## config.mk

```make
export PLATFORM = sky130hd
export DESIGN_NAME = utf16_to_utf8_transcoder
export DESIGN_NICKNAME = d
export VERILOG_FILES = /design/src/rtl/u16u8_pkg.sv /design/src/rtl/utf16_to_utf8_transcoder.sv /design/src/rtl/u16u8_front.sv /design/src/rtl/u16u8_fifo.sv /design/src/rtl/u16u8_back.sv
export SDC_FILE = /design/constraint.sdc
export NUM_CORES = 1
export LEC_CHECK = 0
export CAP_MARGIN = 5
export CORE_ASPECT_RATIO = 1.4
export CORE_MARGIN = 2
export CORE_UTILIZATION = 35
export CTS_BUF_LIST = sky130_fd_sc_hd__clkbuf_4 sky130_fd_sc_hd__clkbuf_8
export DETAILED_ROUTE_END_ITERATION = 8
export DONT_BUFFER_PORTS = 1
export SYNTH_ARGS = -nofsm -noshare
export SYNTH_HDL_FRONTEND = slang
export SYNTH_SLANG_ARGS = --single-unit
```

## constraint.sdc

```tcl
create_clock -name i_clk -period 12 [get_ports i_clk]
set_input_delay 2.4 -clock i_clk [delete_from_list [all_inputs] [get_ports i_clk]]
set_output_delay 2.4 -clock i_clk [all_outputs]
set_load 0.005 [all_outputs]
```

## src/rtl/u16u8_pkg.sv

```systemverilog
package u16u8_pkg;

    localparam int unsigned QueueDepth = 2;

    localparam logic [20:0] MaxOneByte   = 21'h00007f;
    localparam logic [20:0] MaxTwoByte   = 21'h0007ff;
    localparam logic [20:0] MaxThreeByte = 21'h00ffff;
    localparam logic [20:0] SuppBase     = 21'h010000;

    localparam logic [5:0] HighTag = 6'b110110;
    localparam logic [5:0] LowTag  = 6'b110111;

    localparam logic [2:0] Lead2 = 3'b110;
    localparam logic [3:0] Lead3 = 4'b1110;
    localparam logic [4:0] Lead4 = 5'b11110;
    localparam logic [1:0] Cont  = 2'b10;

    typedef struct packed {
        logic [3:0][7:0] bytes;
        logic [1:0]      last_idx;
        logic            is_end;
        logic            status;
    } t_job;

    function automatic t_job f_encode(input logic [20:0] s);
        t_job j;
        j = '0;
        if (s <= MaxOneByte) begin
            j.bytes[0] = s[7:0];
            j.last_idx = 2'd0;
        end else if (s <= MaxTwoByte) begin
            j.bytes[0] = {Lead2, s[10:6]};
            j.bytes[1] = {Cont, s[5:0]};
            j.last_idx = 2'd1;
        end else if (s <= MaxThreeByte) begin
            j.bytes[0] = {Lead3, s[15:12]};
            j.bytes[1] = {Cont, s[11:6]};
            j.bytes[2] = {Cont, s[5:0]};
            j.last_idx = 2'd2;
        end else begin
            j.bytes[0] = {Lead4, s[20:18]};
            j.bytes[1] = {Cont, s[17:12]};
            j.bytes[2] = {Cont, s[11:6]};
            j.bytes[3] = {Cont, s[5:0]};
            j.last_idx = 2'd3;
        end
        return j;
    endfunction

endpackage

```

## src/rtl/utf16_to_utf8_transcoder.sv

```systemverilog
// UTF-16 to UTF-8 transcoder. One code unit is taken per cycle while o_stall is low;
// each scalar leaves as one to four bytes, one byte per cycle while i_stall is low,
// with o_run_last on the final byte of the run. A zero unit closes the string with a
// single zero byte that carries o_string_end and o_status (1 = bad surrogate sequence;
// earlier bytes of that string are then to be discarded, and later ones are suppressed).
// A unit passes through the job queue and the output byte register on its way out.
// Sustained input rate is one unit per cycle for ASCII while i_stall is low; for longer
// runs it is set by the byte serialiser, and a two-entry job queue between the classifier
// and the serialiser absorbs the difference before o_stall rises.
module utf16_to_utf8_transcoder (
    input  logic        i_clk,
    input  logic        i_rst_n,
    input  logic        i_valid,
    output logic        o_stall,
    input  logic [15:0] i_code_unit,
    output logic        o_valid,
    input  logic        i_stall,
    output logic [7:0]  o_out_byte,
    output logic        o_run_last,
    output logic        o_string_end,
    output logic        o_status
);
    import u16u8_pkg::*;

    logic push, pop, full, empty;
    t_job job, head;

    u16u8_front u_front (
        .i_clk       (i_clk),
        .i_rst_n     (i_rst_n),
        .i_valid     (i_valid),
        .i_code_unit (i_code_unit),
        .i_full      (full),
        .o_stall     (o_stall),
        .o_push      (push),
        .o_job       (job)
    );

    u16u8_fifo u_fifo (
        .i_clk   (i_clk),
        .i_rst_n (i_rst_n),
        .i_push  (push),
        .i_job   (job),
        .i_pop   (pop),
        .o_full  (full),
        .o_empty (empty),
        .o_head  (head)
    );

    u16u8_back u_back (
        .i_clk        (i_clk),
        .i_rst_n      (i_rst_n),
        .i_empty      (empty),
        .i_head       (head),
        .o_pop        (pop),
        .o_valid      (o_valid),
        .i_stall      (i_stall),
        .o_out_byte   (o_out_byte),
        .o_run_last   (o_run_last),
        .o_string_end (o_string_end),
        .o_status     (o_status)
    );

endmodule

```

## src/rtl/u16u8_front.sv

```systemverilog
module u16u8_front (
    input  logic              i_clk,
    input  logic              i_rst_n,
    input  logic              i_valid,
    input  logic [15:0]       i_code_unit,
    input  logic              i_full,
    output logic              o_stall,
    output logic              o_push,
    output u16u8_pkg::t_job   o_job
);
    import u16u8_pkg::*;

    logic [9:0] r_held_bits, n_held_bits;
    logic       r_held_valid, n_held_valid;
    logic       r_failed, n_failed;
    logic       accept, is_zero, is_high, is_low;
    logic [20:0] supp;

    assign o_stall = i_full;
    assign accept  = i_valid && !i_full;
    assign is_zero = (i_code_unit == 16'h0000);
    assign is_high = (i_code_unit[15:10] == HighTag);
    assign is_low  = (i_code_unit[15:10] == LowTag);
    assign supp    = SuppBase + {1'b0, r_held_bits, i_code_unit[9:0]};

    always_comb begin
        n_held_bits  = r_held_bits;
        n_held_valid = r_held_valid;
        n_failed     = r_failed;
        o_push       = 1'b0;
        o_job        = '0;
        if (accept) begin
            if (is_zero) begin
                o_push       = 1'b1;
                o_job.is_end = 1'b1;
                o_job.status = r_failed || r_held_valid;
                n_held_bits  = '0;
                n_held_valid = 1'b0;
                n_failed     = 1'b0;
            end else if (r_failed) begin
                n_held_bits  = '0;
                n_held_valid = 1'b0;
            end else if (r_held_valid) begin
                n_held_bits  = '0;
                n_held_valid = 1'b0;
                if (!is_low) begin
                    n_failed = 1'b1;
                end else begin
                    o_push = 1'b1;
                    o_job  = f_encode(supp);
                end
            end else if (is_high) begin
                n_held_bits  = i_code_unit[9:0];
                n_held_valid = 1'b1;
            end else if (is_low) begin
                n_failed = 1'b1;
            end else begin
                o_push = 1'b1;
                o_job  = f_encode({5'd0, i_code_unit});
            end
        end
    end

    always_ff @(posedge i_clk) begin
        if (!i_rst_n) begin
            r_held_bits  <= '0;
            r_held_valid <= 1'b0;
            r_failed     <= 1'b0;
        end else begin
            r_held_bits  <= n_held_bits;
            r_held_valid <= n_held_valid;
            r_failed     <= n_failed;
        end
    end

endmodule

```

## src/rtl/u16u8_fifo.sv

```systemverilog
module u16u8_fifo (
    input  logic              i_clk,
    input  logic              i_rst_n,
    input  logic              i_push,
    input  u16u8_pkg::t_job   i_job,
    input  logic              i_pop,
    output logic              o_full,
    output logic              o_empty,
    output u16u8_pkg::t_job   o_head
);
    import u16u8_pkg::*;

    localparam int unsigned PtrW = $clog2(QueueDepth);

    t_job                 r_mem [QueueDepth];
    logic [PtrW-1:0]      r_wr_ptr, n_wr_ptr;
    logic [PtrW-1:0]      r_rd_ptr, n_rd_ptr;
    logic [PtrW:0]        r_count, n_count;
    logic                 do_push, do_pop;

    assign o_full  = (r_count == (PtrW + 1)'(QueueDepth));
    assign o_empty = (r_count == '0);
    assign o_head  = r_mem[r_rd_ptr];
    assign do_push = i_push && !o_full;
    assign do_pop  = i_pop && !o_empty;

    always_comb begin
        n_wr_ptr = r_wr_ptr;
        n_rd_ptr = r_rd_ptr;
        n_count  = r_count;
        if (do_push) begin
            n_wr_ptr = (r_wr_ptr == PtrW'(QueueDepth - 1)) ? '0 : r_wr_ptr + 1'b1;
        end
        if (do_pop) begin
            n_rd_ptr = (r_rd_ptr == PtrW'(QueueDepth - 1)) ? '0 : r_rd_ptr + 1'b1;
        end
        if (do_push && !do_pop) begin
            n_count = r_count + 1'b1;
        end else if (do_pop && !do_push) begin
            n_count = r_count - 1'b1;
        end
    end

    always_ff @(posedge i_clk) begin
        if (do_push) begin
            r_mem[r_wr_ptr] <= i_job;
        end
    end

    always_ff @(posedge i_clk) begin
        if (!i_rst_n) begin
            r_wr_ptr <= '0;
            r_rd_ptr <= '0;
            r_count  <= '0;
        end else begin
            r_wr_ptr <= n_wr_ptr;
            r_rd_ptr <= n_rd_ptr;
            r_count  <= n_count;
        end
    end

endmodule

```

## src/rtl/u16u8_back.sv

```systemverilog
module u16u8_back (
    input  logic              i_clk,
    input  logic              i_rst_n,
    input  logic              i_empty,
    input  u16u8_pkg::t_job   i_head,
    output logic              o_pop,
    output logic              o_valid,
    input  logic              i_stall,
    output logic [7:0]        o_out_byte,
    output logic              o_run_last,
    output logic              o_string_end,
    output logic              o_status
);
    import u16u8_pkg::*;

    logic [1:0] r_idx, n_idx;
    logic       r_valid, n_valid;
    logic [7:0] r_byte;
    logic       r_last, r_end, r_status;
    logic       load, at_last;

    assign load    = !i_empty && (!r_valid || !i_stall);
    assign at_last = (r_idx == i_head.last_idx);
    assign o_pop   = load && at_last;

    always_comb begin
        n_idx   = r_idx;
        n_valid = r_valid;
        if (load) begin
            n_valid = 1'b1;
            n_idx   = at_last ? 2'd0 : r_idx + 2'd1;
        end else if (!i_stall) begin
            n_valid = 1'b0;
        end
    end

    always_ff @(posedge i_clk) begin
        if (!i_rst_n) begin
            r_idx   <= '0;
            r_valid <= 1'b0;
        end else begin
            r_idx   <= n_idx;
            r_valid <= n_valid;
        end
    end

    always_ff @(posedge i_clk) begin
        if (load) begin
            r_byte   <= i_head.is_end ? 8'h00 : i_head.bytes[r_idx];
            r_last   <= at_last;
            r_end    <= i_head.is_end;
            r_status <= i_head.is_end && i_head.status;
        end
    end

    assign o_valid      = r_valid;
    assign o_out_byte   = r_byte;
    assign o_run_last   = r_last;
    assign o_string_end = r_end;
    assign o_status     = r_status;

endmodule
```

Word-level counts from Yosys, hierarchy flattened --
Memory sizes are Yosys's and may differ from the RTL's. A register that Yosys moved wholly into a read port is not among the register bits. Index checks and enable logic that the tools add are counted.
Word-level totals: logic and storage cells 101, bits in registers 30, RAM bits 72, memories kept 1
Memories:
- u_fifo.r_mem | words 2, width 36, rd ports 1, clocked after Yosys merged registers in 1, wr ports 1, line u16u8_fifo.sv:15 | t_job r_mem [QueueDepth];
Cells by class: reduce and logical (&&, ||, !) cells 21, eq/ne operators 5, add/sub/neg operators 6, order comparisons 6, mux-type cells 50
Operators by type and width (count):
- 36-bit two-way mux | 6
- 24-bit two-way mux | 3
- 10-bit two-way mux | 6
- 34-bit two-way mux | 1
- 16-bit two-way mux | 2
- 8-bit two-way mux | 3
- 1-bit two-way mux | 23
- 17-bit by 20-bit adder with 21-bit output (first input constant) | 1
- 21-bit by 11-bit <= comparator with 1-bit output (second input constant) | 1
- 21-bit by 16-bit <= comparator with 1-bit output (second input constant) | 1
- 21-bit by 7-bit <= comparator with 1-bit output (second input constant) | 1
- 18-bit two-way mux | 1
- 8-bit binary-select mux with 2-bit select | 1
- 16-bit by 11-bit <= comparator with 1-bit output (second input constant) | 1
- 16-bit by 7-bit <= comparator with 1-bit output (second input constant) | 1
- 16-bit zero test | 1
- 6-bit == test (second input constant) | 2
- 1-bit logical AND | 8
- 2-bit two-way mux | 4
- 1-bit zero test | 6
- 2-bit by 1-bit adder with 2-bit output (second input constant) | 2
- 4-bit nonzero test | 1
- 2-bit by 3-bit less-than comparator with 1-bit output (second input constant) | 1
- 1-bit adder (second input constant) | 2
- other kinds (8) | 9

Depth between registers and ports, before layout --
Gate-level depths: netlist of run 1.
depth after elaboration 12, gate-level depth with buffers 10

Modules after synthesis --
A second synthesis of run 1 with hierarchy kept.
Unflattened totals: cells, all modules 441, area, all modules 5311.3 µm²
By module, submodules not included:
- u16u8_fifo | instances 1, area an instance 2829.0 µm², sequential area each 2262.2 µm², cells each 137
- u16u8_front | instances 1, area an instance 1731.7 µm², sequential area each 240.2 µm², cells each 254
- u16u8_back | instances 1, area an instance 750.7 µm², sequential area each 390.4 µm², cells each 50

Worst setup path before layout of run 1 --
OpenSTA, ideal clock, no wires.
path type input port to flip-flop, start in i_code_unit[11], end mem u_fifo.r_mem[0][0] in the netlist's numbering (enable), arrival time 5076 ps, stages 5, setup time 423 ps, required time 11577 ps, setup slack 6502 ps, cell sequence or4_4 nor4_4 and3_2 o21ai_0 nor2_1
On the way: longest elaborated chain between the ends 10, elaborated cells between the ends (all ways) 13
RTL lines:
- start: declaration | line utf16_to_utf8_transcoder.sv:15 | input logic [15:0] i_code_unit,
- 6-bit == test | line u16u8_front.sv:23 | assign is_low = (i_code_unit[15:10] == LowTag);
- 1-bit two-way mux | line u16u8_front.sv:55 | end else if (is_low) begin
- 1-bit two-way mux | line u16u8_front.sv:52 | end else if (is_high) begin
- 1-bit two-way mux | line u16u8_front.sv:43 | end else if (r_held_valid) begin
- 1-bit two-way mux | line u16u8_front.sv:40 | end else if (r_failed) begin
- 1-bit two-way mux (*) | line u16u8_front.sv:33 | if (is_zero) begin
- 1-bit two-way mux (*) | line u16u8_front.sv:32 | if (accept) begin
- 1-bit logical AND (*) | line u16u8_fifo.sv:24 | assign do_push = i_push && !o_full;
- 1-bit two-way mux (*) | line u16u8_fifo.sv:45 | if (do_push) begin
- 1-bit two-way mux (implied by the code) (*) | line u16u8_fifo.sv:46 | r_mem[r_wr_ptr] <= i_job;
- end: declaration | line u16u8_fifo.sv:15
Mark *: on every way between the ends. The rest lies on a longest branch, timed or not.

==> key figures, run 1 <==
Logic synthesis
  • Cell area after synthesis: between 4000 and 5000 um2
  • Post-synthesis sequential area ratio: a little over half
  • FF+latch count, synth: 95
  • Largest area contributor in the netlist: edfxtp_1
  • Yosys warns: 0
  • Post-synth EDFFs: 75
  • Mapped Nets: between 400 and 500
  • Distinct cells, synth: 66
  • Async SR Flop Fraction: 0%
  • Top cells by area, synth: edfxtp_1 (46%), dfxtp_1 (8.2%), mux4_2 (6.0%)
  • Syn Inst Count: between 400 and 500
  • Synth cell count leaders: edfxtp_1 (75), nor2_1 (37), nand2_1 (34)
  • Most frequent cell after synthesis: edfxtp_1
  • Top cell type's share of synthesized area: a little under half
  • Syn_area_per_cell: ~12 um2
  • Synth Flop Type: edfxtp_1

Power
  • Maximum VDD drop: about 0.000058 V
  • Switching Power: about 280 uW
  • Internal: about 640 uW
  • Seq pwr share: 52.1%
  • Net Sw Frac: 30.5%
  • Part of the power in combinational logic: approximately 24%
  • Clk network pwr share: 23.6%
  • P_leak: approximately 1.7 nW
  • PD cells: ~180 nW/um2
  • Pwr Total: approximately 900 uW

Finish
  • Share of layout cells above drive strength 1: 12.3%
  • Layout Nets: approximately 420
  • ANT cells: 0
  • Final Util: a little under two fifths
  • Filler cells: approximately 1400
  • Layout Area Growth over Synthesis: 6.37%

Worst hold path
  • Worst min path class: flip-flop to flip-flop

Critical path
  • Worst R2R Setup Slack: roughly 9 ns
  • CP cell instances: or4_4 -> nor4_4 -> and3_2 -> or3_1 -> nor3_2 -> a22o_1
  • Worst path max stage delay: 0.56 ns
  • WP data required: around 12 ns
  • Critical Path AT: around 4.7 ns
  • Slowest cell on crit path: or4_4
  • Endpoint class of the critical path: flip-flop
  • Critical path class: primary input to flip-flop
  • Crit-path max FO: 16
  • Critical path startpoint category: primary input

Drt
  • WL/cell: approximately 20 um
  • Post-DRT Antenna Nets: 0
  • 1st-pass router iterations: 5
  • Vias per inst: between 5 and 6
  • WL final: roughly 12 mm
  • Via count: roughly 3400
  • WL met2: about 6.2 mm
  • Initial DRC Count: ~340
  • Top Layer Used: met4
  • WL met1: approximately 4.5 mm
  • WL met3: 576 um
  • # DRC: 0

Timing
  • Minimum clock period after layout: 4.61 ns
  • Final Cycle Share: 38.4%
  • Setup TNS: 0 ns
  • Max Fclk: between 200 and 250 MHz
  • Clk_skew: 0.0145 ns
  • Slew margin rel.: 18.9%
  • Final hold viol count: 0
  • Worst Max-Slew Pin Slew: roughly 1.2 ns
  • Count of final setup violators: 0
  • RSZ-0062 raised after global routing: false
  • Final Max Slew Viols: 0

Place
  • Gpl congestion: roughly 0.96
  • PortBufs: 0
  • Dpl hpwl: around 8.3 mm

Die
  • # IOs: 33
  • Die Y: between 100 and 150 um
  • Core area: around 14000 um2
  • Initial Util: 35.3%
  • Rows: just over 50
  • Horiz. Die Dim: between 100 and 150 um
  • Full die area: around 15000 um2

CTS
  • Hold-fix buffers at CTS: 0
  • Clock slew at reported path FFs: 0.10 ns
  • H-Tree Depth: 3
  • Total CTS buffers: 9
  • CTS tree: yes
  • Worst skew pair latency: approximately 0.37 ns
  • Setup Buffers After CTS: 0
  • # resized after CTS: 0
  • CTS sink cnt: 95
  • Root Driver: clkbuf_8
  • Clock Tree Buf Depth: 2

Global route
  • GRT Total Usage: between 10% and 20%
  • Grt total ovfl: 0
  • First-pass GRT wire length: roughly 18 mm
  • Largest net degree at the start of global routing: 34
  • Antenna violations before repair: 0
  • Vias in the first global route: between 3000 and 4000

Job
  • Max Cap Viol: 0

Status
  • Status: completed
==> cell usage in the layout, fill, tap and decap left out, types with 3 or more instances in the layout <==
master	n
buf_4	4
xnor2_1	5
a21boi_0	3
nor3_1	7
nand2_1	34
a211oi_1	4
o2111ai_1	3
nand2b_1	4
a311o_1	3
edfxtp_1	75
or3_1	7
a22o_1	6
dfxtp_1	20
a221oi_1	4
clkbuf_8	9
a22oi_1	7
nor2_1	36
nand3_1	3
nor2b_1	11
a31oi_1	3
o21ai_0	16
inv_1	9
a21oi_1	29
clkinvlp_4	3
o211ai_1	4
ha_1	3
and2_1	19
mux4_2	13
mux2i_1	12
nand4_1	4
==> per-layer routing <==
metal / vias to the layer above / GRT usage, %
met5: - / 0
li1: 1540 / -
met4: 0 / 8.89
met1: 1630 / 17.4
met3: 41 / 3.13
met2: 141 / 29.4
==> layout make-up <==
cell class / count / area (um2) / area share (%)
repair buffers: 4 / 30.0 / 0.580
well taps: 185 / 231 / 4.47
clock inverters: 7 / 81.3 / 1.57
multi-input cells: 282 / 2030 / 39.1
flip-flops and latches: 95 / 2650 / 51.2
inverters: 9 / 33.8 / 0.652
clock buffers: 9 / 124 / 2.39
==> final timing paths <==
check | startpoint | end | depth (start not counted)
min reg2reg | u_back.o_valid | u_back.o_valid | 2
max reg2reg | u_front.r_held_bits[7] | u_fifo.r_mem[0][14] | 7
min | u_back.o_valid | u_back.o_valid | 2
max | i_code_unit[11] | u_fifo.r_mem[1][24] | 6
==> metrics by stage <==
step	setup WS (ns)	instance area [um2]	std cells	hold slack (ns)
5_1_grt	7.25	5180	591	0.564
6_report	7.39	5180	591	0.539
3_3_place_gp	7.11	4970	575	0.495
4_1_cts	7.43	5180	591	0.542
3_5_place_dp	7.02	4970	575	0.527
2_1_floorplan	6.50	4870	416	0.471
==> state kept, by name (all words and copies together) (netlist names), named ones only <==
name and count:
u_back.o_string_end 1, u_back.r_idx 2, u_front.r_held_bits 10, u_front.r_held_valid 1, u_back.o_valid 1, u_fifo.r_mem 64
u_fifo.r_wr_ptr 1, u_back.o_out_byte 8, u_fifo.r_count 2, u_back.o_run_last 1, u_front.r_failed 1, u_fifo.r_rd_ptr 1
u_back.o_status 1
==> worst max-delay path: cells and delay by family <==
family	cells	cell delay, ns
simple gates	5	1.99
compound gates	1	0.31
==> cells by family after synthesis <==
logic type | share of synthesized area, %
AOI/OAI and AO/OA | 14.3
DFF | 54.5
adders and majority gates | 0.771
and+or+nand+nor | 15.8
muxes | 9.22
buffers and inverters | 4.19
xor gates and xnor gates | 1.26
==> power by group through the flow <==
| stage | Sequential (mW) | Combinational, mW | Clock (mW) |
|---|---|---|---|
| floorplan | 0.470 | 0.191 | 0 |
| global placement | 0.489 | 0.225 | 0 |
| detailed placement | 0.491 | 0.229 | 0 |
| CTS | 0.484 | 0.230 | 0.225 |
| global route | 0.489 | 0.250 | 0.237 |
| finish | 0.482 | 0.224 | 0.218 |
No activity file was read; power rests on OpenSTA's default activity.
==> inputs of run 2 (changes only) <==
- clock period: 12 -> 4.1 ns (I/O delays scaled with it)
==> key figures, run 2 (same netlist as run 1, synthesis figures left out) <==
Status
  • Status: completed

Timing
  • Final Max Slew Viols: 0
  • Setup TNS: 0 ns
  • Final Cycle Share: approximately 76%
  • Final hold viol count: 0
  • Slew margin rel.: 50.6%
  • Max Fclk: approximately 320 MHz
  • Minimum clock period after layout: about 3.1 ns
  • Worst Max-Slew Pin Slew: 0.737 ns
  • Count of final setup violators: 0
  • Worst hold slack: between 0.5 and 0.6 ns
  • RSZ-0062 raised after global routing: false
  • Clk_skew: around 0.012 ns

Critical path
  • WP data required: between 4 and 5 ns
  • Critical path class: flip-flop to flip-flop
  • Critical path startpoint category: flip-flop
  • Crit-path max FO: 14
  • Endpoint class of the critical path: flip-flop
  • R2R cell count: 8
  • Critical Path AT: roughly 3.2 ns

Worst hold path
  • Worst min path class: flip-flop to flip-flop
  • Hold Path Cell Cnt: 2

Finish
  • Commonest cells after routing, fill and taps aside: edfxtp_1 (75), nor2_1 (36), nand2_1 (34), a21oi_1 (29), dfxtp_1 (20)
  • Share of layout cells above drive strength 1: roughly 14%
  • Reg with most FFs: u_fifo.r_mem
  • Area of the multi-input gates: between 2000 and 2500 um2
  • Most common cell after layout, fill and taps aside: edfxtp_1
  • Layout Nets: 430
  • Filler cells: around 1400
  • Register Area: 2650 um2
  • Max reg flops: between 60 and 70
  • Post-route insts no fill: around 600
  • ANT cells: 0
  • Layout Area Growth over Synthesis: 6.96%

Job
  • Max Cap Viol: 0

CTS
  • # resized after CTS: 0
  • Clock Tree Buf Depth: 2
  • CTS sink cnt: 95
  • Total CTS buffers: 9
  • Setup Buffers After CTS: 0
  • Clock slew at reported path FFs: ~0.10 ns
  • H-Tree Depth: 3
  • Worst skew pair latency: 0.36 ns
  • Hold-fix buffers at CTS: 0
  • CTS tree: yes
  • Root Driver: clkbuf_8

Drt
  • Initial DRC Count: around 400
  • WL/cell: slightly below 20 um
  • WL met1: about 4.3 mm
  • Via count: ~3300
  • # DRC: 0
  • WL met3: about 640 um
  • 1st-pass router iterations: 6
  • Top Layer Used: met4
  • Post-DRT Antenna Nets: 0
  • WL final: 11.5 mm
  • Vias per inst: 5.55
  • WL met2: approximately 6.1 mm

Die
  • Horiz. Die Dim: approximately 100 um
  • Initial Util: between 30% and 40%
  • # IOs: 33
  • Core area: about 14000 um2
  • Die Y: 144 um
  • Rows: 51
  • Full die area: 14900 um2

Global route
  • Vias in the first global route: ~3300
  • Antenna violations before repair: 0
  • Grt total ovfl: 0
  • GRT Total Usage: between 15 and 20%
  • Largest net degree at the start of global routing: 34
  • First-pass GRT wire length: between 15 and 20 mm

Place
  • Dpl hpwl: just over 8 mm
  • PortBufs: 0
  • Number of cells after detailed placement: a little under 600
  • Gpl congestion: between 0.9 and 1

Power
  • P_leak: roughly 1.7 nW
  • Maximum VDD drop: between 0.00015 and 0.0002 V
  • PD cells: just over 500 nW/um2
==> run 2: cell count changes in the layout (fill, tap and decap cells not counted) <==
cell	change
clkinv_2	+1
clkbuf_8	+2
inv_8	-1
bufinv_16	-1
clkinvlp_4	-2
clkbuf_4	+1
buf_4	+6
==> run 2: power by group <==
group / switching (mW) / leakage [nW] / internal [mW]
registers: 0.0880 / 0.883 / 1.30
logic: 0.374 / 0.726 / 0.309
clock network: 0.321 / 0.0964 / 0.263
==> run 2: final cells by class <==
type / count / area share (%)
Clock inverter: 4 / 0.577
Inverter: 9 / 0.649
Tap cell: 185 / 4.44
Timing Repair Buffer: 10 / 1.44
Multi-Input combinational cell: 282 / 38.9
Clock buffer: 12 / 3.05
Sequential cell: 95 / 50.9
==> run 2: path summary, 6_finish.rpt <==
check	start	endpoint	slack [ns]
setup / recovery	u_front.r_held_bits[6]	u_fifo.r_mem[0][27]	1.00
hold / removal	u_back.o_valid	u_back.o_valid	0.51
setup reg to reg	u_front.r_held_bits[6]	u_fifo.r_mem[0][27]	1.00
hold reg to reg	u_back.o_valid	u_back.o_valid	0.51
==> run 2: metrics by stage <==
| stage | cell area (um2) | total power [mW] | util, % | setup WS, ns |
|---|---|---|---|---|
| floorplan | 4870 | 1.93 | - | 0.182 |
| global placement | 5010 | 2.10 | 36.4 | 0.880 |
| detailed placement | 5010 | 2.12 | 36.4 | 0.854 |
| CTS | 5200 | 2.70 | 37.7 | 1.02 |
| global route | 5210 | 2.81 | 37.8 | 0.748 |
| finish | 5210 | 2.65 | 37.8 | 1.00 |
==> run 2: metal layers <==
metal | track usage, % | up-vias
met4 | 8.39 | 0
met1 | 17.2 | 1607
li1 | - | 1553
met2 | 29.2 | 124
met3 | 3.45 | 28
met5 | 0 | -
==> run 2: worst max-delay path: stages, from the launching register on <==
cell       delay (ns)
dfxtp_1          0.46
ha_1             0.24
nand3b_1         0.14
a2111oi_4        0.52
nand2_1          0.11
a2111o_1         0.65
and2_0           0.37
a31oi_1          0.28
nor2_1           0.09
